[src/design/dccf_pkg.sv]
package dccf_pkg;

  localparam int IN_W       = 21;
  localparam int OUT_W      = 32;
  localparam int CFW        = 30;
  localparam int BWW        = 24;
  localparam int DMW        = 32;
  localparam int LG_W       = 5;
  localparam int CFG_IDX_W  = 3;
  localparam int CFG_DATA_W = 32;

  localparam int DEF_MAX_LOG2_FFT    = 20;
  localparam int DEF_PHASE_FRAC_BITS = 32;
  localparam int MIN_LOG2_FFT        = 4;
  localparam int DEF_LOG2_FFT        = 10;

  localparam int K15_W = 35;
  localparam logic [K15_W-1:0] K15 = 35'd30517578125;

  localparam int DEN_SCALE_W = 8;
  localparam logic [DEN_SCALE_W-1:0] DEN_SCALE = 8'd241;

  localparam int ROOT_SHIFT    = 9;
  localparam int CORDIC_STAGES = 30;
  localparam int XW            = 44;
  localparam int ZW            = 34;

  localparam logic signed [XW-1:0] CORDIC_X0 = 44'sd667681663043;
  localparam logic signed [ZW-1:0] TURN_QTR  = 34'sd1073741824;
  localparam logic signed [ZW-1:0] TURN_HALF = 34'sd2147483648;

  localparam logic [31:0] ATAN_TURNS [CORDIC_STAGES] = '{
    32'd536870912, 32'd316933406, 32'd167458907, 32'd85004756, 32'd42667331,
    32'd21354465, 32'd10679838, 32'd5340245, 32'd2670163, 32'd1335087,
    32'd667544, 32'd333772, 32'd166886, 32'd83443, 32'd41722,
    32'd20861, 32'd10430, 32'd5215, 32'd2608, 32'd1304,
    32'd652, 32'd326, 32'd163, 32'd81, 32'd41,
    32'd20, 32'd10, 32'd5, 32'd3, 32'd1
  };

  typedef enum logic [CFG_IDX_W-1:0] {
    REG_CHANNEL_FREQ   = 3'd0,
    REG_BANDWIDTH      = 3'd1,
    REG_LOWER_SIDEBAND = 3'd2,
    REG_DM             = 3'd3,
    REG_LOG2_FFT       = 3'd4
  } dccf_reg_t;

  typedef struct packed {
    logic [LG_W-1:0] lg;
    logic            neg;
    logic            zero;
  } dccf_side_t;

  typedef struct packed {
    logic [LG_W-1:0] lg;
    logic            flip;
  } dccf_rot_t;

endpackage

[src/design/dccf_mul.sv]
module dccf_mul import dccf_pkg::*; #(
  parameter int WA = 32,
  parameter int WB = 32
) (
  input  logic            clk,
  input  logic            en,
  input  logic [WA-1:0]   a,
  input  logic [WB-1:0]   b,
  output logic [WA+WB-1:0] p
);

  localparam int NA  = (WA + 31) / 32;
  localparam int NB  = (WB + 31) / 32;
  localparam int ACW = (NA + NB) * 32;

  logic [NA*32-1:0]   ax;
  logic [NB*32-1:0]   bx;
  logic [63:0]        pp_r [NA][NB];
  logic [ACW-1:0]     acc_nxt;
  logic [WA+WB-1:0]   p_r;

  assign ax = (NA*32)'(a);
  assign bx = (NB*32)'(b);

  always_ff @(posedge clk) begin
    if (en) begin
      for (int i = 0; i < NA; i++) begin
        for (int j = 0; j < NB; j++) begin
          pp_r[i][j] <= ax[i*32 +: 32] * bx[j*32 +: 32];
        end
      end
    end
  end

  always_comb begin
    acc_nxt = '0;
    for (int i = 0; i < NA; i++) begin
      for (int j = 0; j < NB; j++) begin
        acc_nxt = acc_nxt + (ACW'(pp_r[i][j]) << ((i + j) * 32));
      end
    end
  end

  always_ff @(posedge clk) begin
    if (en) begin
      p_r <= acc_nxt[WA+WB-1:0];
    end
  end

  assign p = p_r;

endmodule

[config.mk]
export PLATFORM = sky130hd
export DESIGN_NAME = dccf_mul
export DESIGN_NICKNAME = d
export VERILOG_FILES = /design/src/design/dccf_pkg.sv /design/src/design/dccf_mul.sv
export SDC_FILE = /design/constraint.sdc
export NUM_CORES = 2
export LEC_CHECK = 0
export ABC_AREA = 1
export BUFFER_PORTS_ARGS = -buffer_cell sky130_fd_sc_hd__buf_2
export CAP_MARGIN = 20
export CORE_MARGIN = 10
export CORE_UTILIZATION = 41
export DETAILED_ROUTE_END_ITERATION = 16
export PLACE_DENSITY_LB_ADDON = 0.05
export RECOVER_POWER = 100
export SLEW_MARGIN = 25
export SYNTH_ARGS = -nofsm -noshare
export SYNTH_HDL_FRONTEND = slang
export SYNTH_SLANG_ARGS = --single-unit
export TNS_END_PERCENT = 50
[constraint.sdc]
create_clock -name clk -period 16.9 [get_ports clk]
set_clock_uncertainty 0.2 [all_clocks]
set_input_delay 2.535 -clock clk [delete_from_list [all_inputs] [get_ports clk]]
set_output_delay 2.535 -clock clk [all_outputs]
set_load 0.02 [all_outputs]
; Yosys cells after proc, flatten, opt, wreduce, memory -nomap -nowiden
; Memories as Yosys holds them, arrays and structs flattened. A register that Yosys moved wholly into a read port is not among the register bits.
; Index checks and enable logic that the tools add are counted.
[totals]
in_bits = 66
wordCells = 4
rom_bits = 0
output_inout_bits = 64
n_memories = 1
ramBits = 64
latchBits = 0
ff_bits = 0
[mem_list]
columns = name, words, width, read_ports, rd_ports_with_merged_regs, wr, line_no
row1 = pp_r, 1, 64, 1, 1, 1, dccf_mul.sv:18  ; logic [63:0] pp_r [NA][NB];
[op_classes]
addsub = 0
muxes = 2
n_bitwise = 0
reduce_logical = 0
div_mod_pow = 0
shifts = 0
magnitude_cmp = 0
multipliers = 1
n_eq_ne = 0
[op_table]
columns = op, count
row1 = $mul A32 B32 Y64, 1
row2 = $mux W1, 2

; Logic depth before layout (Yosys ltp)
[depth]
word_depth = 2
mapped_depth = 30
ltp_nobuf = 29

; Worst setup path after synthesis
; OpenSTA, ideal clock, no wires.
[synth_path]
path_type = in2reg
start = input port a[25]
end = memory pp_r[0][60] in the netlist's numbering, data pin
arrival_ns = 8.233
path_slack_ns = 8.215
setup_ns = 0.252
cell_stages = 26
t_required_ns = 16.448
path_buffers = 1
path_cell_list = clkbuf_1 -> nand2_1 -> fa_1 -> inv_1 -> fa_1 -> inv_1 -> fa_1 -> inv_1 -> fa_1 -> fa_1 -> fa_1 -> fa_1 -> inv_1 -> fa_1 -> inv_1 -> ha_1 -> nand2_1 -> nand2_1 -> a21oi_1 -> nand2_1 -> nand2_1 -> nand2_1 -> a21oi_1 -> nand2_1 -> nand2_1 -> nand2_1
[synth_between]
elab_chain_cells = 1
[synth_rtl]
columns = element, line_no
row1 = "start, declared", dccf_mul.sv:7  ; input logic [WA-1:0] a,
row2 = $mul A32 B32 Y64, dccf_mul.sv:29  ; pp_r[i][j] <= ax[i*32 +: 32] * bx[j*32 +: 32];
row3 = "end, declared", dccf_mul.sv:18
; Every way passes these cells.

; Worst setup path in the final report
[layout_path]
start = input port a[0]
end = memory pp_r[0][36] in the netlist's numbering, data pin
; Same word-level chain as after synthesis.

==> reports/qor.log <==
qor: placed_design.detailedPlacementHpwl 95.4 mm
qor: sta.maxSlewViolCount 164
qor: sta.finalSetupViolCount 0
qor: global_routing.grt.busiest_layer met2
qor: clock_tree.clock_tree.buffer_depth 2
qor: global_routing.grt_start_max_net_pins 81
qor: final_layout.area_growth_syn_to_layout 5.35%
qor: clock_tree.cts-resized-gates 0
qor: global_routing.grt_use_met3 2.37%
qor: setup_path.path_delay_family adder cells
qor: sta.period_utilization 62.0%
qor: route.drt-pass1-iter-count 7
qor: die.top_level_ports 130
qor: global_routing.gr-usage-met1 29.1%
qor: sta.timing.hold.ws 218 ps
qor: setup_path.critical_path.startpoint_type input pin
qor: final_layout.post-route-cell-area 0.0421 sq mm
qor: yosys.ys_types 23
qor: die.floorplan.die.width 332 um
qor: setup_path.critPathBufInv 5
qor: die.floorplan.die.height 332 um
qor: sta.worst_pin_slew 4100 ps
qor: route.post-route-drc-count 0
qor: route.detailroute.via_count 29851
qor: clock_tree.tritoncts built
qor: setup_path.timing.critical_path.cells buf_2 > clkbuf_1 > nand2_1 > fa_1 > fa_1 > inv_1 > fa_1 > fa_1 > fa_1 > fa_1 > fa_1 > fa_1 > ha_1 > nand2_1 > nor2_1 > inv_1 > nor3_1 > nand2_1 > inv_1 > nand2_1 > nand4_1 > nand2_1
qor: yosys.postSynthRegisterBits 128
qor: route.vias_per_cell 4.69
qor: min_path.holdCritPathClass reg2reg
qor: outcome.result_of_the_run finished with violations
qor: setup_path.timing.critical_path.required 16860 ps
qor: setup_path.worst_ep_arrival_time 10440 ps
qor: clock_tree.post-cts-setup-buffer-count 0
qor: clock_tree.clk-insertion-delay-late 420 ps
qor: final_layout.fillers 10015
qor: route.detail-route-antenna-nets 0
qor: global_routing.first_global_vias 31659
qor: final_layout.layoutNonFillerInstCount 6361
qor: route.route.final.wire_length 124 mm
qor: yosys.netlist.area_leader.share 44.9%
qor: route.routedWlPerCell 19.4 um
qor: placed_design.placed_area 0.0417 sq mm
qor: final_layout.finalNetCount 6295
qor: placed_design.port_buffers 129
qor: final_layout.drive_above_1_share 3.21%
qor: clock_tree.ctsHtreeMaxLevel 4
qor: clock_tree.clock_sinks 128
qor: setup_path.worstSetupEndpointType register
qor: setup_path.timing.critical_path.slowest_cell_delay 1520 ps
qor: die.design.die.area 0.110 sq mm
qor: run.timing.max_cap.violations 3
qor: route.drt_first_iter_violations 1999
qor: yosys.synth.net_count 6308
qor: global_routing.grt_first_pass_wirelength 192 mm
qor: global_routing.gr-usage-all-layers 22.7%
qor: setup_path.critical-path-top-cell-by-count fa_1
qor: global_routing.initial_antenna_violation_count 3
qor: die.core-area 0.0967 sq mm
qor: die.initial_utilization 41.3%
qor: setup_path.cp_max_fo 32
qor: sta.rsz0062_at_grt false
qor: setup_path.category_of_the_most_critical_setup_path in2reg
qor: die.num_rows 114
qor: clock_tree.number_of_cts_inserted_buffers 17
qor: clock_tree.cts_hold_buffers 0
qor: clock_tree.clk_root_buffer_cell clkbuf_16
qor: global_routing.grt_remaining_overflow 0
qor: yosys.synth_top_cell_by_area fa_1
qor: sta.final_period_minus_worst_setup_slack 10480 ps
qor: sta.fmax 95.4 MHz
qor: setup_path.critical-path-slowest-cell clkbuf_1
qor: placed_design.gpl.final_weighted_congestion 0.924
qor: yosys.synth_sequential_area_ratio 9.62%
qor: sta.timing.final.hold_violations 0
qor: yosys.syn-instance-count 5083
qor: outcome.violations max-capacitance violations, max-slew violations
qor: yosys.post_synth_instance_area 0.0400 sq mm
qor: yosys.synth.area.top_cells fa_1 (45%), inv_1 (16%), nand2_1 (15%), edfxtp_1 (9.6%), ha_1 (8.2%)
qor: global_routing.grt.met2_usage 39.8%
qor: yosys.count_of_warnings_emitted_by_yosys 0
qor: placed_design.dpl.cell_count 6327
qor: sta.timing.slew.headroom -173%
qor: clock_tree.path_clk_slew 60 ps
qor: yosys.syn_avg_cell_area 7.86 sq um
qor: sta.final.setup.tns 0 ps
-- logic make-up after synthesis --
kind of cell / count (synthesis) / share of synthesized area (%)
buf+inv: 1925 / 18.1
simple gates: 1776 / 17.6
flops: 128 / 9.62
compound gates: 59 / 0.823
fa+ha+maj: 1159 / 53.1
xor+xnor: 36 / 0.789
-- final cells by class --
| type | instances | area [sq um] | share of cell area (%) |
|---|---|---|---|
| multi-input combinational | 3030 | 28800 | 68.4 |
| sequential | 128 | 3840 | 9.13 |
| tap | 1276 | 1600 | 3.79 |
| clock inverter | 15 | 148 | 0.351 |
| inverter | 1733 | 6500 | 15.4 |
| timing repair buffer | 160 | 790 | 1.87 |
| antenna | 2 | 5.00 | 0.0119 |
| clock buffer | 17 | 425 | 1.01 |
-- synthesized netlist by cell type, drive strengths merged --
master  instances
a21oi          45
clkbuf        192
edfxtp        128
fa            896
ha            263
inv          1733
nand2        1575
nand3          66
nand4          16
nor2          101
nor3           18
o21ai           2
o21bai         12
xnor2           4
xor2           32
-- sequential cells by signal, summed over array words and instances (netlist names) --
name / count
pp_r: 64
p: 64
-- stage by stage --
stage / util, % / setup WS [ps]
finish: 43.5 / 6420
global route: 43.5 / 6140
CTS: 43.7 / 7340
detailed placement: 43.1 / 6950
global placement: 43.1 / 6870
floorplan: - / 8210
-- final timing paths --
check                              endpoint   startpoint  slack [ps]  depth (start not counted)
worst max-delay path            pp_r[0][36]         a[0]        6420                         22
worst min-delay path                  p[49]  pp_r[0][49]         220                          0
worst max register to register        p[58]  pp_r[0][58]       15970                          0
worst min register to register        p[49]  pp_r[0][49]         220                          0
-- routing by layer --
metal / vias up / part of all wire (%)
li1: 13914 / -
met1: 15011 / 41
met2: 754 / 51
met3: 172 / 4.7
met4: 0 / 3.7
met5: - / 0
-- cell usage in the layout (no fill, tap or decap), types with 2 or more instances in the layout --
cell,count
ha_1,263
buf_2,64
nand3_1,66
inv_2,7
nor3_1,11
fa_1,896
nand2_2,8
inv_1,1726
clkbuf_16,17
clkbuf_1,67
xor2_1,32
inv_6,9
buf_4,29
nor2_1,85
diode_2,2
o21bai_1,11
nand4_1,16
edfxtp_1,128
clkinvlp_4,2
xnor2_1,4
nor2_2,14
nor2_4,2
a21oi_1,45
nand2_1,1567
nor3_2,6
o21ai_0,2
Power is left out: the tool's default activity adds up to more than one toggle a clock period on the data nets, which glitch-free logic cannot reach.
