**config.mk**
```make
export PLATFORM = sky130hd
export DESIGN_NAME = dccf_div_cell
export DESIGN_NICKNAME = d
export VERILOG_FILES = /design/src/design/dccf_pkg.sv /design/src/design/dccf_div_cell.sv
export SDC_FILE = /design/constraint.sdc
export NUM_CORES = 1
export LEC_CHECK = 0
export BUFFER_PORTS_ARGS = -buffer_cell sky130_fd_sc_hd__buf_2
export CAP_MARGIN = 0
export CELL_PAD_IN_SITES_DETAIL_PLACEMENT = 1
export CELL_PAD_IN_SITES_GLOBAL_PLACEMENT = 1
export CORE_UTILIZATION = 34
export CTS_CLUSTER_DIAMETER = 150
export DETAILED_ROUTE_END_ITERATION = 10
export PLACE_DENSITY = 0.75
export SYNTH_ARGS = -nofsm -noshare
export SYNTH_HDL_FRONTEND = slang
export SYNTH_SLANG_ARGS = --single-unit
```
**constraint.sdc**
```tcl
create_clock -name clk -period 3 [get_ports clk]
set_clock_uncertainty 0.05 [all_clocks]
set_input_delay 0.45 -clock clk [delete_from_list [all_inputs] [get_ports clk]]
set_output_delay 0.45 -clock clk [all_outputs]
set_load 0.02 [all_outputs]
```
**src/design/dccf_pkg.sv**
```systemverilog
package dccf_pkg;

  localparam int IN_W       = 21;
  localparam int OUT_W      = 32;
  localparam int CFW        = 30;
  localparam int BWW        = 24;
  localparam int DMW        = 32;
  localparam int LG_W       = 5;
  localparam int CFG_IDX_W  = 3;
  localparam int CFG_DATA_W = 32;

  localparam int DEF_MAX_LOG2_FFT    = 20;
  localparam int DEF_PHASE_FRAC_BITS = 32;
  localparam int MIN_LOG2_FFT        = 4;
  localparam int DEF_LOG2_FFT        = 10;

  localparam int K15_W = 35;
  localparam logic [K15_W-1:0] K15 = 35'd30517578125;

  localparam int DEN_SCALE_W = 8;
  localparam logic [DEN_SCALE_W-1:0] DEN_SCALE = 8'd241;

  localparam int ROOT_SHIFT    = 9;
  localparam int CORDIC_STAGES = 30;
  localparam int XW            = 44;
  localparam int ZW            = 34;

  localparam logic signed [XW-1:0] CORDIC_X0 = 44'sd667681663043;
  localparam logic signed [ZW-1:0] TURN_QTR  = 34'sd1073741824;
  localparam logic signed [ZW-1:0] TURN_HALF = 34'sd2147483648;

  localparam logic [31:0] ATAN_TURNS [CORDIC_STAGES] = '{
    32'd536870912, 32'd316933406, 32'd167458907, 32'd85004756, 32'd42667331,
    32'd21354465, 32'd10679838, 32'd5340245, 32'd2670163, 32'd1335087,
    32'd667544, 32'd333772, 32'd166886, 32'd83443, 32'd41722,
    32'd20861, 32'd10430, 32'd5215, 32'd2608, 32'd1304,
    32'd652, 32'd326, 32'd163, 32'd81, 32'd41,
    32'd20, 32'd10, 32'd5, 32'd3, 32'd1
  };

  typedef enum logic [CFG_IDX_W-1:0] {
    REG_CHANNEL_FREQ   = 3'd0,
    REG_BANDWIDTH      = 3'd1,
    REG_LOWER_SIDEBAND = 3'd2,
    REG_DM             = 3'd3,
    REG_LOG2_FFT       = 3'd4
  } dccf_reg_t;

  typedef struct packed {
    logic [LG_W-1:0] lg;
    logic            neg;
    logic            zero;
  } dccf_side_t;

  typedef struct packed {
    logic [LG_W-1:0] lg;
    logic            flip;
  } dccf_rot_t;

endpackage

```
**src/design/dccf_div_cell.sv**
```systemverilog
module dccf_div_cell import dccf_pkg::*; #(
  parameter int NUMW = 8,
  parameter int DENW = 8,
  parameter int PF   = 32
) (
  input  logic            clk,
  input  logic            rst_n,
  input  logic            en,
  input  logic            vld_in,
  input  logic [NUMW-1:0] num_in,
  input  logic [DENW-1:0] den_in,
  input  logic [DENW-1:0] rem_in,
  input  logic [PF-1:0]   p_in,
  input  dccf_side_t      side_in,
  output logic            vld_out,
  output logic [NUMW-1:0] num_out,
  output logic [DENW-1:0] den_out,
  output logic [DENW-1:0] rem_out,
  output logic [PF-1:0]   p_out,
  output dccf_side_t      side_out
);

  logic [DENW:0]   trial;
  logic [DENW:0]   diff;
  logic            ge;
  logic [DENW-1:0] rem_nxt;
  logic            vld_r;
  logic [NUMW-1:0] num_r;
  logic [DENW-1:0] den_r;
  logic [DENW-1:0] rem_r;
  logic [PF-1:0]   p_r;
  dccf_side_t      side_r;

  always_comb begin
    trial   = {rem_in, num_in[NUMW-1]};
    diff    = trial - {1'b0, den_in};
    ge      = trial >= {1'b0, den_in};
    rem_nxt = ge ? diff[DENW-1:0] : trial[DENW-1:0];
  end

  always_ff @(posedge clk) begin
    if (!rst_n) begin
      vld_r <= 1'b0;
    end else if (en) begin
      vld_r <= vld_in;
    end
  end

  always_ff @(posedge clk) begin
    if (en) begin
      num_r  <= num_in << 1;
      den_r  <= den_in;
      rem_r  <= rem_nxt;
      p_r    <= {p_in[PF-2:0], ge};
      side_r <= side_in;
    end
  end

  assign vld_out  = vld_r;
  assign num_out  = num_r;
  assign den_out  = den_r;
  assign rem_out  = rem_r;
  assign p_out    = p_r;
  assign side_out = side_r;

endmodule

```
After elaboration in Yosys (flattened, before gate mapping)
Cells that the tools add are included.
{"block": "totals", "ff_bits": 63, "output_inout_bits": 64, "wordCells": 11}
{"block": "op_classes", "n_addsub": 1, "n_lt_le_gt_ge": 1, "muxes": 1}
{"operator": "9-bit by 8-bit greater-or-equal comparator with 1-bit output", "count": 1}
{"operator": "8-bit 2-to-1 mux", "count": 1}
{"operator": "8-bit subtractor", "count": 1}

Longest topological paths before layout
Gate-level depths: netlist of the first run.
{"block": "depth", "depth_word": 2, "depth_mapped": 9, "depth_no_buf": 8}

Least setup slack after synthesis of the first run
No wires, ideal clock.
{"block": "synth_path", "kind": "input-to-reg", "from": "input port den_in[6]", "to": "register rem_r[2] (netlist: rem_out[2]) (data pin)", "setup_ns": 0.260, "arrival_time_ns": 1.986, "slack_ns": 0.704, "cell_stages": 7, "n_path_buf": 1, "path_cell_list": "inv_1 -> ha_1 -> a21o_1 -> a2111oi_2 -> o21a_1 -> buf_6 -> mux2_4"}
{"block": "synth_between", "elab_chain_len": 2}
{"item": "start, declared", "line": "dccf_div_cell.sv:11", "source": "input logic [DENW-1:0] den_in,"}
{"item": "9-bit by 8-bit greater-or-equal comparator with 1-bit output", "line": "dccf_div_cell.sv:37", "source": "ge = trial >= {1'b0, den_in};"}
{"item": "8-bit 2-to-1 mux", "line": "dccf_div_cell.sv:38", "source": "rem_nxt = ge ? diff[DENW-1:0] : trial[DENW-1:0];"}
{"item": "named net rem_nxt[2]", "line": "dccf_div_cell.sv:26", "source": "logic [DENW-1:0] rem_nxt;"}
{"item": "end signal, assigned", "line": "dccf_div_cell.sv:53", "source": "rem_r <= rem_nxt;"}
{"item": "end, declared", "line": "dccf_div_cell.sv:30", "source": "logic [DENW-1:0] rem_r;"}
The timed path passes the listed nets, and every way through them passes these cells.
A chain may end at the register's enable or synchronous reset.

Worst setup path after layout of the first run
{"block": "layout_path", "from": "input port den_in[6]", "to": "register rem_r[3] (netlist: rem_out[3]) (data pin)"}
The elaborated chain is that of the path after synthesis.

==> results.toml, run 1 <==
[yosys]
ys.warnings.count = 0
post_synth_most_frequent_cells = "edfxtp_1, inv_1, ha_1, mux2_4, nor2_1"
synth_top_area_cell = "edfxtp_1"
syn_inst = 133
syn_area_mm2 = 0.002449
yosysUniqueCellTypes = 32
async_flop_share_pct = 0
ys_seq_area_share_pct = 76.85
syn_nets = 209
synth-main-ff-cell = "edfxtp_1"
synth.most_common_cell = "edfxtp_1"
synth_edf_count = 62
ys_seq_elements = 63
avgSynthCellArea_um2 = 18.41
synthTopCellsByArea = "edfxtp_1, ha_1, mux2_4"
synth_top_area_share_pct = 76.03

[die]
io_pins = 131
die-area_mm2 = 0.007546
dieHeight_um = 86.87
fp.dieW_um = 86.87
fp-row-count = 30
start_util_pct = 35.65
coreArea_mm2 = 0.006869

[layout]
layout-drive-gt1-share_pct = 56.68
seq_area_mm2 = 0.001882
fin_util_pct = 49.47
n_fill_cell = 740
syn_to_final_growth_pct = 38.78
multiInputGateArea_um2 = 491.7
final_nets = 348
n_antenna_cell = 0

[power]
leakage_nw = 1.509
ir_worst_vdd_mv = 0.2284
power_density_mw_per_mm2 = 633.7

[clocking]
clk_latency_ns = 0.33
cts_tree = "yes"
cts_buffers = 9
cts_resized = 0
clkSinkCount = 63
clkSlewWorstSetupHoldPaths_ns = 0.07
h-tree-depth = 3
cts_root_buffer = "clkbuf_8"
cts_max_path_buffers = 2
post-cts-setup-buffers = 0
hold_buffers = 0

[global_route]
grt_pass1_wl_mm = 8.542
grt_util_all_layers_pct = 15.65
grt_max_degree = 27
grt.overflow.total = 0
antenna_found_initial = 0
grt_pass1_vias = 1740

[sta]
hold_violations = 0
fmax_mhz = 420.2
timing.hold.ws_ns = 0.2345
layout_min_cycle_time_ns = 2.380
worst_pin_slew_ns = 0.5991
slew_viol_final = 0
fin_tns_setup_ns = 0
setup_viol = 0
relSlewSlack_pct = 60.06
rsz0062_at_grt = "no"
fin_crit_sh_pct = 79.33

[routing]
wirelength_mm = 5.625
drt_iter0_markers = 32
drt.antenna.violating_nets = 0
drc = 0
dr.pass1.iters = 4
vias = 1683
vias_per_cell = 4.512
post_drt_wl_per_cell_um = 15.08

[setup_path]
cp.arrival_ns = 2.41
setup.worst_path.start_class = "primary input"
critPathKind = "in2reg"
path_max_fanout = 7
worst_ep_required_time_ns = 3.03
end_kind = "flop"

[place]
io_buffers = 128
gp_congestion = 0.7739
dp_hpwl_mm = 4.509

[hold_path]
min_path_type = "in2reg"

[status]
outcome = "finished clean"

[flow_run]
maxCapViolCount = 0
[layer usage]
| layer | vias up | global-route usage (%) | wire length [um] |
|---|---|---|---|
| li1 | 780 | - | - |
| met1 | 799 | 16.73 | 2105 |
| met3 | 10 | 5.308 | 547 |
| met5 | - | 0 | 0 |
| met2 | 94 | 27.13 | 2856 |
| met4 | 0 | 8.636 | 116 |
[worst max-delay path: stages]
cell       delay, ns
buf_2           0.09
inv_1           0.04
ha_1            0.37
a21o_1          0.25
a2111oi_2       0.38
o21a_1          0.31
buf_4           0.22
mux2_4          0.30
[sequential cells by signal (all words and copies together), names as in the netlist]
name      cells
p_out        32
den_out       8
rem_out       8
num_out       7
side_out      7
vld_out       1
[final cells by class]
type,count,share of cell area (%)
repair buffers,131,19.51
well taps,96,3.535
inverters,12,1.325
clock inverters,7,2.135
flip-flops and latches,63,55.38
multi-input cells,55,14.47
clock buffers,9,3.645
[kinds of logic (layout without fill, tap and decap cells)]
family                   Yosys count  in the layout  synth area share (%)
XOR/XNOR                           3              3                 1.073
AO/OA/AOI/OAI                     17             17                 5.672
buffers and inverters             15            159                 3.066
other                              1              1                0.1531
AND/OR/NAND/NOR                   16             16                 3.372
multiplexers                       9              9                 4.906
adder cells (fa/ha/maj)            9              9                 4.906
flip-flops                        63             63                 76.85
[power breakdown]
part           switching (W)  internal, W  leakage [nW]
sequential         0.0000191      0.00106         0.615
combinational       0.000216     0.000146         0.798
clock               0.000332     0.000384        0.0956
[placed cells by master (no fill, tap or decap), drive strengths merged, types with 3 or more instances in the layout]
| cell | synthesis | routed |
|---|---|---|
| buf | 3 | 131 |
| edfxtp | 62 | 62 |
| inv | 12 | 13 |
| clkbuf | 0 | 9 |
| ha | 8 | 8 |
| mux2 | 6 | 6 |
| nor2 | 4 | 4 |
| nor3 | 3 | 3 |
| xnor2 | 3 | 3 |
| mux2i | 3 | 3 |
| a21o | 3 | 3 |
| clkinv | 0 | 3 |
[per-stage QoR]
step / power (W) / std cells / cell area [um^2] / worst slack (ns)
after detailed placement: 0.001464 / 357 / 3202 / 0.2571
final: 0.002154 / 373 / 3398 / 0.6200
after floorplan: 0.001310 / 133 / 2449 / 0.7037
after CTS: 0.002192 / 373 / 3398 / 0.6290
after global placement: 0.001449 / 357 / 3202 / 0.3144
after global routing: 0.002254 / 373 / 3398 / 0.5369
[path summary, 6_finish.rpt]
| path | from | endpoint | slack [ns] | cells past startpoint |
|---|---|---|---|---|
| worst max register to register | vld_out$_SDFFE_PN0P_ | vld_out$_SDFFE_PN0P_ | 2.33 | 2 |
| worst max-delay path | den_in[6] | rem_out[3]$_DFFE_PP_ | 0.62 | 8 |
| worst min-delay path | p_in[14] | p_out[15]$_DFFE_PP_ | 0.23 | 1 |
| worst min register to register | vld_out$_SDFFE_PN0P_ | vld_out$_SDFFE_PN0P_ | 0.51 | 2 |
Note: power is estimated with default switching activity, not from simulation.
==> run 2: changes to the inputs <==
==> constraint.sdc (replaced) <==
create_clock -name clk -period 2.4 [get_ports clk]
set_clock_uncertainty 0.05 [all_clocks]
set_input_delay 0.36 -clock clk [delete_from_list [all_inputs] [get_ports clk]]
set_output_delay 0.36 -clock clk [all_outputs]
set_load 0.02 [all_outputs]
==> results.toml, run 2 (synthesis results as in run 1) <==
[clocking]
hold_buffers = 0
h-tree-depth = 3
cts_root_buffer = "clkbuf_8"
post-cts-setup-buffers = 0
cts_tree = "yes"
cts_max_path_buffers = 2
cts_buffers = 9
clk_latency_ns = 0.32
cts_resized = 0
clkSlewWorstSetupHoldPaths_ns = 0.07
clkSinkCount = 63

[routing]
drt_iter0_markers = 23
vias = 1680
drc = 0
vias_per_cell = 4.421
drt.antenna.violating_nets = 0
post_drt_wl_per_cell_um = 15.17
dr.pass1.iters = 4
wirelength_mm = 5.765

[sta]
hold_violations = 0
slew_viol_final = 0
fin_crit_sh_pct = 85.29
setup_viol = 0
fmax_mhz = 488.5
fin_tns_setup_ns = 0
layout_min_cycle_time_ns = 2.047
rsz0062_at_grt = "no"

[layout]
layout_common_cells = "buf_2, edfxtp_1, inv_1"
layout-drive-gt1-share_pct = 57.39
largest_reg_flops = 32
n_antenna_cell = 0
fin_util_pct = 50.49
syn_to_final_growth_pct = 41.65
mostFrequentLayoutCell = "buf_2"
final_nets = 355

[setup_path]
worst_ep_required_time_ns = 2.43
r2r_setup_slack_ns = 1.74
critPathMaxStageDelay_ns = 0.41
critPathKind = "in2reg"
path_max_fanout = 2
end_kind = "flop"
setup.worst_path.start_class = "primary input"
slowest_stage = "fa_1"
cp.arrival_ns = 2.08
cp_cell_sequence = "buf_2, inv_1, ha_1, fa_1, nor2b_1, o31a_1, nor4_1, a311o_1, mux2_4"

[die]
start_util_pct = 35.65
fp.dieW_um = 86.87
coreArea_mm2 = 0.006869
io_pins = 131
fp-row-count = 30
die-area_mm2 = 0.007546
dieHeight_um = 86.87

[place]
io_buffers = 128
dp_hpwl_mm = 4.656
gp_congestion = 0.7682

[global_route]
grt_pass1_vias = 1757
grt_max_degree = 30
grt_util_all_layers_pct = 15.93
grt.overflow.total = 0
antenna_found_initial = 0
grt_pass1_wl_mm = 8.707

[status]
outcome = "finished clean"

[power]
ir_worst_vdd_mv = 0.2456
power_density_mw_per_mm2 = 776.4
leakage_nw = 1.552

[flow_run]
maxCapViolCount = 0

[hold_path]
min_path_type = "in2reg"
-- run 2: metal layers --
| metal | global-route usage [%] | vias up | part of all wire [%] |
|---|---|---|---|
| li1 | - | 794 | - |
| met1 | 17.09 | 792 | 39 |
| met2 | 27.85 | 88 | 51 |
| met3 | 5.403 | 6 | 9.2 |
| met4 | 8.182 | 0 | 0.94 |
| met5 | 0 | - | 0 |
-- run 2: final timing paths --
kind,to,cells past startpoint,start
min,p_out[27]$_DFFE_PP_,1,p_in[26]
min reg2reg,vld_out$_SDFFE_PN0P_,2,vld_out$_SDFFE_PN0P_
max reg2reg,vld_out$_SDFFE_PN0P_,2,vld_out$_SDFFE_PN0P_
max,rem_out[6]$_DFFE_PP_,9,num_in[7]
-- run 2: metrics by stage --
stage | instance area [um^2] | hold WS, ns | setup WS (ns) | total power (W) | cells
6_report | 3468 | 0.1518 | 0.3531 | 0.002693 | 380
4_1_cts | 3468 | 0.1298 | 0.3597 | 0.002740 | 380
3_5_place_dp | 3279 | 0.4860 | 0.003778 | 0.001852 | 364
3_3_place_gp | 3279 | 0.4466 | 0.01525 | 0.001832 | 364
2_1_floorplan | 2449 | 0.4089 | 0.1937 | 0.001637 | 133
5_1_grt | 3468 | 0.1227 | 0.2746 | 0.002822 | 380
-- run 2: report_power, final --
part	internal (W)	switching, W
logic	0.000201	0.000273
clock network	0.000476	0.000398
registers	0.00132	0.0000247
total	0.00200	0.000696
-- run 2: area by class of cell --
type                    instances  area, um^2
inverters                      12       45.04
repair buffers                138       740.7
flip-flops and latches         63        1882
clock inverters                 6       61.31
fillers                       743        3401
clock buffers                  10       127.6
well taps                      96       120.1
multi-input cells              55       491.7
-- run 2: worst max-delay path, delay by kind of cell --
kind / cells / cell delay [ns]
AND/OR/NAND/NOR: 2 / 0.24
AO/OA/AOI/OAI: 2 / 0.49
adder cells (fa/ha/maj): 2 / 0.62
multiplexers: 1 / 0.27
buffers and inverters: 2 / 0.11
==> run 3: changes to the inputs <==
--- a/config.mk
+++ b/config.mk
@@ -12,7 +12,7 @@
 export CORE_UTILIZATION = 34
 export CTS_CLUSTER_DIAMETER = 150
 export DETAILED_ROUTE_END_ITERATION = 10
-export PLACE_DENSITY = 0.75
+export PLACE_DENSITY = 0.86
 export SYNTH_ARGS = -nofsm -noshare
 export SYNTH_HDL_FRONTEND = slang
 export SYNTH_SLANG_ARGS = --single-unit
==> results.toml, run 3 (synthesis results as in run 1) <==
[setup_path]
setup.worst_path.start_class = "primary input"
critPathKind = "in2reg"
r2r_setup_slack_ns = 1.75
path_max_fanout = 2
worst_ep_required_time_ns = 2.43
cp.arrival_ns = 2.13
end_kind = "flop"

[global_route]
grt_max_degree = 64
grt_util_all_layers_pct = 15.60
grtUsageMet1_pct = 15.72
busiest_layer = "met2"
grt.overflow.total = 0
grt_pass1_wl_mm = 8.611
grt_use_met3_pct = 5.687
antenna_found_initial = 0
met2_usage_pct = 29.78
grt_pass1_vias = 1812

[place]
io_buffers = 128
dp.cells = 362
dp_hpwl_mm = 4.458
gp_congestion = 0.8125

[sta]
rsz0062_at_grt = "no"
fin_tns_setup_ns = 0
setup_viol = 0
layout_min_cycle_time_ns = 2.097
hold_violations = 0
fin_crit_sh_pct = 87.37
slew_viol_final = 0
fmax_mhz = 476.9

[clocking]
cts_tree = "yes"
clk_latency_ns = 0.32
clkSlewWorstSetupHoldPaths_ns = 0.07
cts_resized = 0
cts_root_buffer = "clkbuf_8"
h-tree-depth = 3
cts_max_path_buffers = 2
clkSinkCount = 63
hold_buffers = 0
cts_buffers = 9
post-cts-setup-buffers = 0

[die]
io_pins = 131
fp-row-count = 30
die-area_mm2 = 0.007546
fp.dieW_um = 86.87
dieHeight_um = 86.87
start_util_pct = 35.65
coreArea_mm2 = 0.006869

[routing]
vias_per_cell = 4.468
drt_iter0_markers = 51
wirelength_mm = 5.592
post_drt_wl_per_cell_um = 14.87
vias = 1680
drc = 0
drt.antenna.violating_nets = 0
dr.pass1.iters = 4

[layout]
n_antenna_cell = 0
layout-drive-gt1-share_pct = 56.79
largest_reg_flops = 32
finalNonFillerCells = 376
mostFrequentLayoutCell = "buf_2"
layout_common_cells = "buf_2, edfxtp_1, inv_1"
final_nets = 353
n_fill_cell = 724
multiInputGateArea_um2 = 491.7
seq_area_mm2 = 0.001882
syn_to_final_growth_pct = 40.47

[power]
power_density_mw_per_mm2 = 770.7
ir_worst_vdd_mv = 0.2679
power_w = 0.002651
leakage_nw = 1.535

[hold_path]
min_path_type = "in2reg"

[flow_run]
maxCapViolCount = 0

[status]
outcome = "finished clean"
==> run 3: cell types whose count changed in the layout (fill, tap and decap cells not counted), sizes merged <==
cell,before,now
clkbuf,10,9
buf,138,136
clkinv,4,3
==> run 3: report_power, final <==
part | total [W] | switching, W | leakage [nW] | internal [W]
registers | 0.00134 | 0.0000226 | 0.615 | 0.00132
logic | 0.000474 | 0.000275 | 0.831 | 0.000199
clock network | 0.000833 | 0.000373 | 0.0884 | 0.000460
total | 0.00265 | 0.000671 | 1.53 | 0.00198
==> run 3: path summary, 6_finish.rpt <==
kind | startpoint | to | cells after the start
hold reg to reg | vld_out$_SDFFE_PN0P_ | vld_out$_SDFFE_PN0P_ | 2
hold / removal | p_in[16] | p_out[17]$_DFFE_PP_ | 1
setup / recovery | num_in[7] | rem_out[6]$_DFFE_PP_ | 9
setup reg to reg | vld_out$_SDFFE_PN0P_ | vld_out$_SDFFE_PN0P_ | 2
==> run 3: per-stage QoR <==
stage	utilization, %	area [um^2]	hold slack [ns]	setup slack (ns)
floorplan	-	2449	0.4089	0.1937
global placement	47.52	3264	0.4462	0.02065
detailed placement	47.52	3264	0.4865	-0.01582
CTS	50.07	3440	0.1363	0.2860
global route	50.07	3440	0.1318	0.2035
finish	50.07	3440	0.1573	0.3031
==> run 3: layout make-up <==
cell class | instances | area share, %
clock inverters | 5 | 1.491
inverters | 12 | 1.310
multi-input cells | 55 | 14.30
clock buffers | 9 | 3.601
flip-flops and latches | 63 | 54.71
well taps | 96 | 3.492
repair buffers | 136 | 21.10
==> run 3: critical path: stages <==
cell     delay [ns]
buf_2          0.08
inv_1          0.04
ha_1           0.21
fa_1           0.42
nor2b_1        0.20
o31a_1         0.18
nor4_1         0.06
a311o_1        0.31
mux2_4         0.26
==> run 3: routing by layer <==
| metal | up-vias | routed length, um |
|---|---|---|
| met4 | 0 | 46 |
| met2 | 79 | 3072 |
| met5 | - | 0 |
| li1 | 789 | - |
| met1 | 805 | 1969 |
| met3 | 7 | 503 |
